===== config.mk =====
export PLATFORM = sky130hd
export DESIGN_NAME = polynomial_inverse_cdf_bisection
export DESIGN_NICKNAME = d
export VERILOG_FILES = /design/src/design/picb_pkg.sv /design/src/design/polynomial_inverse_cdf_bisection.sv /design/src/design/picb_ctrl.sv /design/src/design/picb_datapath.sv
export SDC_FILE = /design/constraint.sdc
export NUM_CORES = 2
export LEC_CHECK = 0
export BUFFER_PORTS_ARGS = -buffer_cell sky130_fd_sc_hd__buf_2
export CORE_MARGIN = 2
export CORE_UTILIZATION = 25
export DETAILED_ROUTE_END_ITERATION = 8
export PLACE_DENSITY = 0.36
export SLEW_MARGIN = 20
export SYNTH_ARGS = -nofsm -noshare
export SYNTH_HDL_FRONTEND = slang
export SYNTH_HIERARCHICAL = 1
export SYNTH_SLANG_ARGS = --single-unit

===== constraint.sdc =====
create_clock -name clk_i -period 20.9 [get_ports clk_i]
set_clock_uncertainty 0.05 [all_clocks]
set_input_delay 3.135 -clock clk_i [delete_from_list [all_inputs] [get_ports clk_i]]
set_output_delay 3.135 -clock clk_i [all_outputs]
set_load 0.02 [all_outputs]

===== src/design/picb_pkg.sv =====
package picb_pkg;

  localparam int DATA_W     = 32;
  localparam int COL_W      = 4;
  localparam int CFG_W      = 5;
  localparam int CNT_W      = 7;
  localparam int IN_TDATA_W = 40;

  localparam logic [CNT_W-1:0] MIN_COUNT   = 7'd3;
  localparam logic [CNT_W-1:0] COUNT_BIAS  = 7'd2;
  localparam logic [CFG_W-1:0] COUNT_RESET = 5'd3;

  typedef enum logic [3:0] {
    OP_IDLE,
    OP_INIT,
    OP_MID,
    OP_KU,
    OP_G,
    OP_POW,
    OP_LO,
    OP_HI,
    OP_CMP
  } op_e;

  typedef enum logic [3:0] {
    ST_IDLE,
    ST_MID,
    ST_KU,
    ST_G,
    ST_POW,
    ST_LO,
    ST_HI,
    ST_CMP,
    ST_DONE
  } state_e;

  typedef struct packed {
    op_e  op;
    logic in_ready;
    logic load_out;
  } ctrl_t;

endpackage


===== src/design/polynomial_inverse_cdf_bisection.sv =====
// Inverse CDF solver: finds u in [0,1) with u^k * ((k+1) - k*u) = x by bisection.
// Input stream s_axis: one word carries the sample x (Q0.32) and the column j.
// The exponent is k = count - 2 - j, where count is final_count clamped to
// 3..MAX_FINAL; final_count is written through cfg_we_i / cfg_wdata_i. The user
// must write it only while idle; the block does not enforce this. Output stream
// m_axis: one word per input word, the last bisection midpoint (Q0.32). Columns
// without a positive exponent give root 0. One shared 32x32 multiplier runs
// every level: one multiply for k*u, k-1 for the power, two for the final
// product, plus midpoint, setup and compare steps. A column without exponent
// goes straight from accept to the done state; the next word is accepted only
// once the result is loaded into the output register.
// s_axis_tready is high only while the solver is idle; a new word is taken
// while the previous result still waits in the output register.
// If m_axis_tready stays low, the next result waits in the solver until the
// output register is free.
// Reset clears m_axis_tvalid, returns the solver to idle and sets final_count to 3.
module polynomial_inverse_cdf_bisection #(
  parameter int FRAC_BITS = 32,
  parameter int MAX_FINAL = 16
) (
  input  logic                              clk_i,
  input  logic                              rst_ni,
  input  logic                              cfg_we_i,
  input  logic [picb_pkg::CFG_W-1:0]        cfg_wdata_i,
  input  logic                              s_axis_tvalid,
  output logic                              s_axis_tready,
  // [31:0] sample, [35:32] column, [39:36] zero
  input  logic [picb_pkg::IN_TDATA_W-1:0]   s_axis_tdata,
  output logic                              m_axis_tvalid,
  input  logic                              m_axis_tready,
  // [31:0] root
  output logic [picb_pkg::DATA_W-1:0]       m_axis_tdata
);
  import picb_pkg::*;

  localparam int KW = $clog2(MAX_FINAL);
  localparam logic [CNT_W-1:0] MAX_COUNT = CNT_W'(MAX_FINAL);

  logic [CFG_W-1:0]  final_count_q;
  logic              out_valid_q;
  logic [DATA_W-1:0] root_q;

  ctrl_t             ctrl;
  logic [DATA_W-1:0] sample;
  logic [COL_W-1:0]  column;
  logic [CNT_W-1:0]  count, k_full;
  logic [KW-1:0]     k;
  logic              no_exp, start, out_free;
  logic [DATA_W-1:0] root;

  assign sample = s_axis_tdata[DATA_W-1:0];
  assign column = s_axis_tdata[DATA_W+COL_W-1:DATA_W];

  always_comb begin
    count = CNT_W'(final_count_q);
    if (count < MIN_COUNT) begin
      count = MIN_COUNT;
    end else if (count > MAX_COUNT) begin
      count = MAX_COUNT;
    end
  end

  assign no_exp   = (CNT_W'(column) + COUNT_BIAS) >= count;
  assign k_full   = count - COUNT_BIAS - CNT_W'(column);
  assign k        = k_full[KW-1:0];
  assign start    = s_axis_tvalid && s_axis_tready;
  assign out_free = !out_valid_q || m_axis_tready;

  picb_ctrl #(
    .FRAC_BITS (FRAC_BITS),
    .KW        (KW)
  ) u_ctrl (
    .clk_i      (clk_i),
    .rst_ni     (rst_ni),
    .start_i    (start),
    .no_exp_i   (no_exp),
    .k_i        (k),
    .out_free_i (out_free),
    .ctrl_o     (ctrl)
  );

  picb_datapath #(
    .KW (KW)
  ) u_datapath (
    .clk_i    (clk_i),
    .ctrl_i   (ctrl),
    .sample_i (sample),
    .k_i      (k),
    .root_o   (root)
  );

  always_ff @(posedge clk_i or negedge rst_ni) begin
    if (!rst_ni) begin
      final_count_q <= COUNT_RESET;
      out_valid_q   <= 1'b0;
    end else begin
      if (cfg_we_i) begin
        final_count_q <= cfg_wdata_i;
      end
      if (ctrl.load_out) begin
        out_valid_q <= 1'b1;
      end else if (m_axis_tready) begin
        out_valid_q <= 1'b0;
      end
    end
  end

  always_ff @(posedge clk_i) begin
    if (ctrl.load_out) begin
      root_q <= root;
    end
  end

  assign s_axis_tready = ctrl.in_ready;
  assign m_axis_tvalid = out_valid_q;
  assign m_axis_tdata  = root_q;

endmodule


===== src/design/picb_ctrl.sv =====
module picb_ctrl #(
  parameter int FRAC_BITS = 32,
  parameter int KW        = 4
) (
  input  logic              clk_i,
  input  logic              rst_ni,
  input  logic              start_i,
  input  logic              no_exp_i,
  input  logic [KW-1:0]     k_i,
  input  logic              out_free_i,
  output picb_pkg::ctrl_t   ctrl_o
);
  import picb_pkg::*;

  localparam int LW = (FRAC_BITS > 1) ? $clog2(FRAC_BITS) : 1;
  localparam logic [LW-1:0] LAST_LVL = LW'(FRAC_BITS - 1);

  state_e        state_q, state_d;
  logic [LW-1:0] lvl_q, lvl_d;
  logic [KW-1:0] k_q, k_d;
  logic [KW-1:0] pow_q, pow_d;

  always_ff @(posedge clk_i or negedge rst_ni) begin
    if (!rst_ni) begin
      state_q <= ST_IDLE;
      lvl_q   <= '0;
      k_q     <= '0;
      pow_q   <= '0;
    end else begin
      state_q <= state_d;
      lvl_q   <= lvl_d;
      k_q     <= k_d;
      pow_q   <= pow_d;
    end
  end

  always_comb begin
    state_d         = state_q;
    lvl_d           = lvl_q;
    k_d             = k_q;
    pow_d           = pow_q;
    ctrl_o.op       = OP_IDLE;
    ctrl_o.in_ready = 1'b0;
    ctrl_o.load_out = 1'b0;
    case (state_q)
      ST_IDLE: begin
        ctrl_o.in_ready = 1'b1;
        if (start_i) begin
          ctrl_o.op = OP_INIT;
          k_d       = k_i;
          lvl_d     = '0;
          state_d   = no_exp_i ? ST_DONE : ST_MID;
        end
      end
      ST_MID: begin
        ctrl_o.op = OP_MID;
        pow_d     = k_q - KW'(1);
        state_d   = ST_KU;
      end
      ST_KU: begin
        ctrl_o.op = OP_KU;
        state_d   = ST_G;
      end
      ST_G: begin
        ctrl_o.op = OP_G;
        state_d   = (pow_q == '0) ? ST_LO : ST_POW;
      end
      ST_POW: begin
        ctrl_o.op = OP_POW;
        pow_d     = pow_q - KW'(1);
        if (pow_q == KW'(1)) begin
          state_d = ST_LO;
        end
      end
      ST_LO: begin
        ctrl_o.op = OP_LO;
        state_d   = ST_HI;
      end
      ST_HI: begin
        ctrl_o.op = OP_HI;
        state_d   = ST_CMP;
      end
      ST_CMP: begin
        ctrl_o.op = OP_CMP;
        if (lvl_q == LAST_LVL) begin
          state_d = ST_DONE;
        end else begin
          lvl_d   = lvl_q + LW'(1);
          state_d = ST_MID;
        end
      end
      ST_DONE: begin
        if (out_free_i) begin
          ctrl_o.load_out = 1'b1;
          state_d         = ST_IDLE;
        end
      end
      default: begin
        state_d = ST_IDLE;
      end
    endcase
  end

endmodule


===== src/design/picb_datapath.sv =====
module picb_datapath #(
  parameter int KW = 4
) (
  input  logic                          clk_i,
  input  picb_pkg::ctrl_t               ctrl_i,
  input  logic [picb_pkg::DATA_W-1:0]   sample_i,
  input  logic [KW-1:0]                 k_i,
  output logic [picb_pkg::DATA_W-1:0]   root_o
);
  import picb_pkg::*;

  localparam int G_W = DATA_W + KW;
  localparam int F_W = DATA_W + KW + 1;

  logic [DATA_W-1:0]   x_q, lo_q, mid_q, p_q, acc_q;
  logic [DATA_W:0]     hi_q;
  logic [KW-1:0]       k_q;
  logic [G_W-1:0]      kmid_q, g_q;
  logic [F_W-1:0]      f_q;

  logic [DATA_W-1:0]   mul_a, mul_b;
  logic [2*DATA_W-1:0] prod;
  logic [DATA_W:0]     mid_sum;
  logic [G_W-1:0]      g_d;

  // shared multiplier
  always_comb begin
    mul_a = p_q;
    mul_b = mid_q;
    case (ctrl_i.op)
      OP_KU: begin
        mul_a = mid_q;
        mul_b = DATA_W'(k_q);
      end
      OP_LO: mul_b = g_q[DATA_W-1:0];
      OP_HI: mul_b = DATA_W'(g_q[G_W-1:DATA_W]);
      default: ;
    endcase
  end

  assign prod    = mul_a * mul_b;
  assign mid_sum = {1'b0, lo_q} + hi_q;
  assign g_d     = {k_q + KW'(1), {DATA_W{1'b0}}} - kmid_q;

  always_ff @(posedge clk_i) begin
    case (ctrl_i.op)
      OP_INIT: begin
        x_q   <= sample_i;
        k_q   <= k_i;
        lo_q  <= '0;
        hi_q  <= {1'b1, {DATA_W{1'b0}}};
        mid_q <= '0;
      end
      OP_MID: begin
        mid_q <= mid_sum[DATA_W:1];
        p_q   <= mid_sum[DATA_W:1];
      end
      OP_KU:  kmid_q <= prod[G_W-1:0];
      OP_G:   g_q    <= g_d;
      OP_POW: p_q    <= prod[2*DATA_W-1:DATA_W];
      OP_LO:  acc_q  <= prod[2*DATA_W-1:DATA_W];
      OP_HI:  f_q    <= F_W'(prod[G_W-1:0]) + F_W'(acc_q);
      OP_CMP: begin
        if (F_W'(x_q) <= f_q) begin
          hi_q <= {1'b0, mid_q};
        end else begin
          lo_q <= mid_q;
        end
      end
      default: ;
    endcase
  end

  assign root_o = mid_q;

endmodule

======== Word level (Yosys, flattened, before mapping) ========
Index checks and enable logic that the tools add are counted.
storage, ports and cells
  flip-flop bits (word level) ............. 361
  latch bits .............................. 0
  bits in writable memories ............... 0
  ROM bits ................................ 0
  input port bits ......................... 50
  output and inout port bits .............. 34
  word-level logic and storage cells ...... 100
  memories ................................ 0
cells by class
  add/subtract/negate cells ............... 10
  $mul .................................... 1
  div/mod/pow operators ................... 0
  magnitude comparators ................... 4
  eq/ne operators ......................... 24
  shift operators ......................... 0
  mux-type cells .......................... 28
  bitwise gates (word level) .............. 0
  reductions and logical operators ........ 16
operator list
  kind                                                                   number
  32-bit one-hot mux with 2 select lines                                 3
  32-bit one-hot mux with 3 select lines                                 1
  33-bit one-hot mux with 2 select lines                                 1
  32-bit by 32-bit multiplier with 64-bit output                         1
  32-bit two-way mux                                                     2
  36-bit by 32-bit adder with 37-bit output                              1
  32-bit by 37-bit <= comparator with 1-bit output                       1
  4-bit one-hot mux with 9 select lines                                  1
  36-bit subtractor                                                      1
  32-bit by 33-bit adder with 33-bit output                              1
  33-bit two-way mux                                                     1
  4-bit by 3-bit equality test with 1-bit output, second input constant  8
  4-bit one-hot mux with 8 select lines                                  1
  4-bit two-way mux                                                      5
  5-bit two-way mux                                                      4
  4-bit by 2-bit equality test with 1-bit output, second input constant  4
  4-bit by 1-bit equality test with 1-bit output, second input constant  3
  2-bit nonzero test                                                     6
  5-bit one-hot mux with 2 select lines                                  1
  4-bit equality test, second input constant                             2
  4-bit zero test                                                        2
  2-bit inequality test, second input constant                           4
  4-bit one-hot mux with 2 select lines                                  1
  4-bit by 1-bit subtractor with 4-bit output, second input constant     2
  16 further kinds                                                       26

======== Logic depth before layout (Yosys ltp) ========
  word-level depth ........................ 9
  mapped depth ............................ 48
  mapped depth without buffers ............ 42

======== Cells and area by module ========
Netlist, hierarchy kept.
modules (own cells, without submodules)
  module                            instances  cells an instance  area an instance (um^2)  seq. area each (um^2)
  picb_datapath                     1          4950               48011.0                  9188.8
  polynomial_inverse_cdf_bisection  1          82                 1467.7                   1113.6
  picb_ctrl                         1          100                1064.8                   425.4

======== Worst setup path before layout ========
OpenSTA, ideal clock, no wires.
  path kind ............................... input -> register
  start ................................... input s_axis_tvalid
  end ..................................... register u_datapath.f_q[33], data pin
  library setup time ...................... 0.270 ns
  arrival time ............................ 12.659 ns
  required time ........................... 20.580 ns
  path slack .............................. 7.922 ns
  stages .................................. 40
  buffers on the path ..................... 5
  cells stage by stage .................... and2_1 > nor3_1 > nor3_1 > clkbuf_1 > and3_1 > clkbuf_1 > buf_2 > buf_2 > mux2i_1 > clkbuf_1 > nor2_1 > fa_1 > inv_1 > fa_1 > fa_1 > fa_1 > fa_1 > fa_1 > (+4 left out) > and4_1 > and2_1 > o211ai_2 > a21o_2 > nand2b_1 > a211o_1 > a21o_1 > a21o_1 > xor2_1 > ha_1 > and4_1 > nor2b_1 > o311a_1 > a41o_1 > o211ai_1 > a31oi_1 > o21ai_0 > xnor2_1
RTL lines
  what                  RTL line                                RTL
  from (decl)           polynomial_inverse_cdf_bisection.sv:25  input logic s_axis_tvalid,
  to (signal assigned)  picb_datapath.sv:62                     OP_HI: f_q <= F_W'(prod[G_W-1:0]) + F_W'(acc_q);
  to (decl)             picb_datapath.sv:19                     logic [F_W-1:0] f_q;

==> results.json <==
{
  "post_cts_resize_count": 0,
  "yosys.cell_types.count": 99,
  "number_of_detailed_routing_iterations_run_before_antenna_repair": 5,
  "number_of_cells_produced_by_synthesis": 5132,
  "worstSkewPairLatency_ns": 0.56,
  "crit_type": "primary input to flip-flop",
  "synth_edf_count": 338,
  "floorplan.die.width_um": 454,
  "antenna_found_initial": 10,
  "slowest_stage": "nand4_1",
  "viasPerCell": 4.57,
  "hp-class": "flip-flop to flip-flop",
  "ys_ff_latch": 361,
  "track_usage_pct": 17.9,
  "critical-path-max-stage-delay_ns": 0.66,
  "slew_headroom_pct": 22.1,
  "worst_pin_slew_ns": 1.17,
  "wl_met2_mm": 86.6,
  "synth_nets": 6460,
  "totalWireLength_mm": 182,
  "tritoncts": "yes",
  "synthesis.area_per_instance_um2": 9.85,
  "worstPathBufferInverterCount": 6,
  "detail-route-antenna-nets": 0,
  "cp_top_family": "adder cells",
  "fmax_ghz": 0.0699,
  "p_r_area_growth_vs_syn_pct": 10.2,
  "initialDrtViolationCount": 2344,
  "floorplan.initialDensity_pct": 25.1,
  "die_y_um": 454,
  "grt_pass1_vias": 38500,
  "num-nets-final": 6469,
  "grt_remaining_overflow": 0,
  "place.port_buffers": 79,
  "setup-tns-final_ns": 0,
  "cp_data_arrival_time_ns": 14.55,
  "finalCriticalPeriod_ns": 14.32,
  "critical_path_required_ns": 21.14,
  "tritoncts_num_sinks": 361,
  "setup_violations": 0,
  "dieArea_um2": 206000,
  "outcome": "finished clean",
  "finalWeightedCongestion": 0.838,
  "grt_start_max_net_pins": 106,
  "cts.clk_slew.worst_paths_ns": 0.06,
  "seq_total_area_yosys_pct": 21.2,
  "worst-path-max-fanout": 53,
  "synthArstFlopShare_pct": 6.37,
  "post-cts-setup-buffer-count": 0,
  "met3RoutedLength_mm": 5.56,
  "layout-drive-gt1-share_pct": 7.46,
  "placeableCoreArea_um2": 201000,
  "cpMostUsedCell": "fa_1",
  "detailroute.via_count": 35900,
  "hpwl_mm": 146,
  "timing_max_transition_violations_final": 0,
  "htree_num_levels": 2,
  "final_period_util_pct": 68.5,
  "end_kind": "flip-flop",
  "cts.root.buffer_cell": "clkbuf_16",
  "grt_pass1_wl_mm": 271,
  "dominantRegCellSynth": "edfxtp_1",
  "drt-wirelength-per-cell_um": 23.2,
  "startpoint_class_of_the_critical_path": "primary input",
  "io_pins": 84,
  "mappedNetlistArea_um2": 50500,
  "hold_buf_cts": 0,
  "yosys_warn_count": 6,
  "highest_layer": "met4",
  "cts.path.max_buffers": 3,
  "unrepaired_setup_endpoints_after_global_routing": "no",
  "m1WireLength_mm": 86.2,
  "cap_viol_max_count": 0,
  "placement_rows": 165,
  "numCtsBuffers": 41,
  "timing.final.hold_violations": 0,
  "remaining_drc_errors": 0
}
[metal layers]
layer  up-vias  track usage, %
met1     18900            25.7
li1      16100               -
met4         0            3.23
met3       139            1.07
met5         -               0
met2       668            30.1
[cell usage in the layout (no fill, tap or decap), types with 18 or more instances in the layout]
cell type    n
nor2_1     504
a21oi_1    135
xnor2_1    100
edfxtp_1   338
fa_1       899
clkbuf_16   42
a22oi_1     23
nor2b_1     25
a21o_1      76
dfrtp_1     21
o21bai_1    18
mux2_2      45
mux2i_1     18
nand2b_1    21
inv_1      958
o21ai_0     75
a22o_1      25
ha_1       379
and4_1      18
buf_2       79
o21a_1      18
buf_4      113
nand4_1     24
xor2_1      62
nand3_1     28
nor3_1      28
nand2_1    764
and2_1      40
[worst register-to-register path: cells and delay by family, from the launching register on]
family / cells / cell delay, ns
adders and majority gates: 10 / 4.91
and+or+nand+nor: 11 / 3.96
AOI/OAI and AO/OA: 9 / 1.98
xor gates and xnor gates: 2 / 0.74
DFF: 1 / 0.56
buffers and inverters: 4 / 0.48
[logic make-up (layout without fill, tap and decap cells)]
family	after synthesis	in the layout	share of synthesized area [%]
muxes	83	83	1.76
DFF	361	361	21.2
AOI/OAI and AO/OA	513	513	6.93
other	0	3	0
buffers and inverters	1185	1225	8.99
xor gates and xnor gates	164	164	2.86
adders and majority gates	1278	1278	45.0
and+or+nand+nor	1548	1548	13.2
[state kept, by name, summed over array words and instances (netlist names)]
signal / cells
u_datapath/f_q: 37
u_datapath/g_q: 36
u_datapath/kmid_q: 36
u_datapath/hi_q: 33
m_axis_tdata: 32
u_datapath/acc_q: 32
u_datapath/lo_q: 32
u_datapath/p_q: 32
u_datapath/root_o: 32
u_datapath/x_q: 32
final_count_q: 5
u_ctrl/lvl_q: 5
u_ctrl/k_q: 4
u_ctrl/pow_q: 4
u_ctrl/state_q: 4
u_datapath/k_q: 4
m_axis_tvalid: 1
[through the flow]
step | utilization (%) | std cells | instance area (um2) | hold slack [ns] | setup WS (ns)
floorplan | - | 5132 | 50500 | 0.422 | 7.92
global placement | 27.0 | 7770 | 54400 | 0.442 | 6.08
global route | 27.6 | 7844 | 55700 | 0.498 | 6.01
detailed placement | 27.0 | 7770 | 54400 | 0.447 | 6.09
finish | 27.6 | 7847 | 55700 | 0.461 | 6.58
CTS | 27.6 | 7844 | 55700 | 0.464 | 6.66
[layout make-up]
| type | count | area [um2] |
|---|---|---|
| Antenna cell | 3 | 7.51 |
| Clock buffer | 50 | 1080 |
| Clock inverter | 24 | 185 |
| Fill cell | 21700 | 146000 |
| Inverter | 958 | 3600 |
| Multi-Input combinational cell | 3586 | 35500 |
| Sequential cell | 361 | 10700 |
| Tap cell | 2672 | 3340 |
| Timing Repair Buffer | 193 | 1260 |
[cell usage after synthesis, types with 21 or more instances]
library cell	count	area, um2
inv_1	958	3600
fa_1	899	18000
nand2_1	764	2870
nor2_1	506	1900
ha_1	379	4740
edfxtp_1	338	10100
clkbuf_1	186	698
a21oi_1	135	676
xnor2_1	101	885
a21o_1	76	571
o21ai_0	76	380
xor2_1	62	543
mux2_2	45	507
and2_1	40	250
mux2i_1	36	360
nor3_1	30	150
a22oi_1	29	218
a22o_1	28	245
nand3_1	28	140
nor2b_1	25	156
nand4_1	24	150
dfrtp_1	21	526
nand2b_1	21	131
[path summary, 6_finish.rpt]
check                                        from                  to  slack (ns)  cells after the start
worst max-delay path                s_axis_tvalid  u_datapath/f_q[33]        6.58                     37
worst min-delay path              u_ctrl/lvl_q[4]     u_ctrl/lvl_q[4]        0.46                      1
worst max register to register  u_ctrl/state_q[3]  u_datapath/f_q[33]        7.96                     36
worst min register to register    u_ctrl/lvl_q[4]     u_ctrl/lvl_q[4]        0.46                      1
max in group asynchronous                  rst_ni     u_ctrl/pow_q[2]       17.88                      1
min in group asynchronous                  rst_ni       m_axis_tvalid        2.52                      1
Power is not shown: default switching activity piles up to over one toggle a cycle in this logic, so the estimate is an artifact.
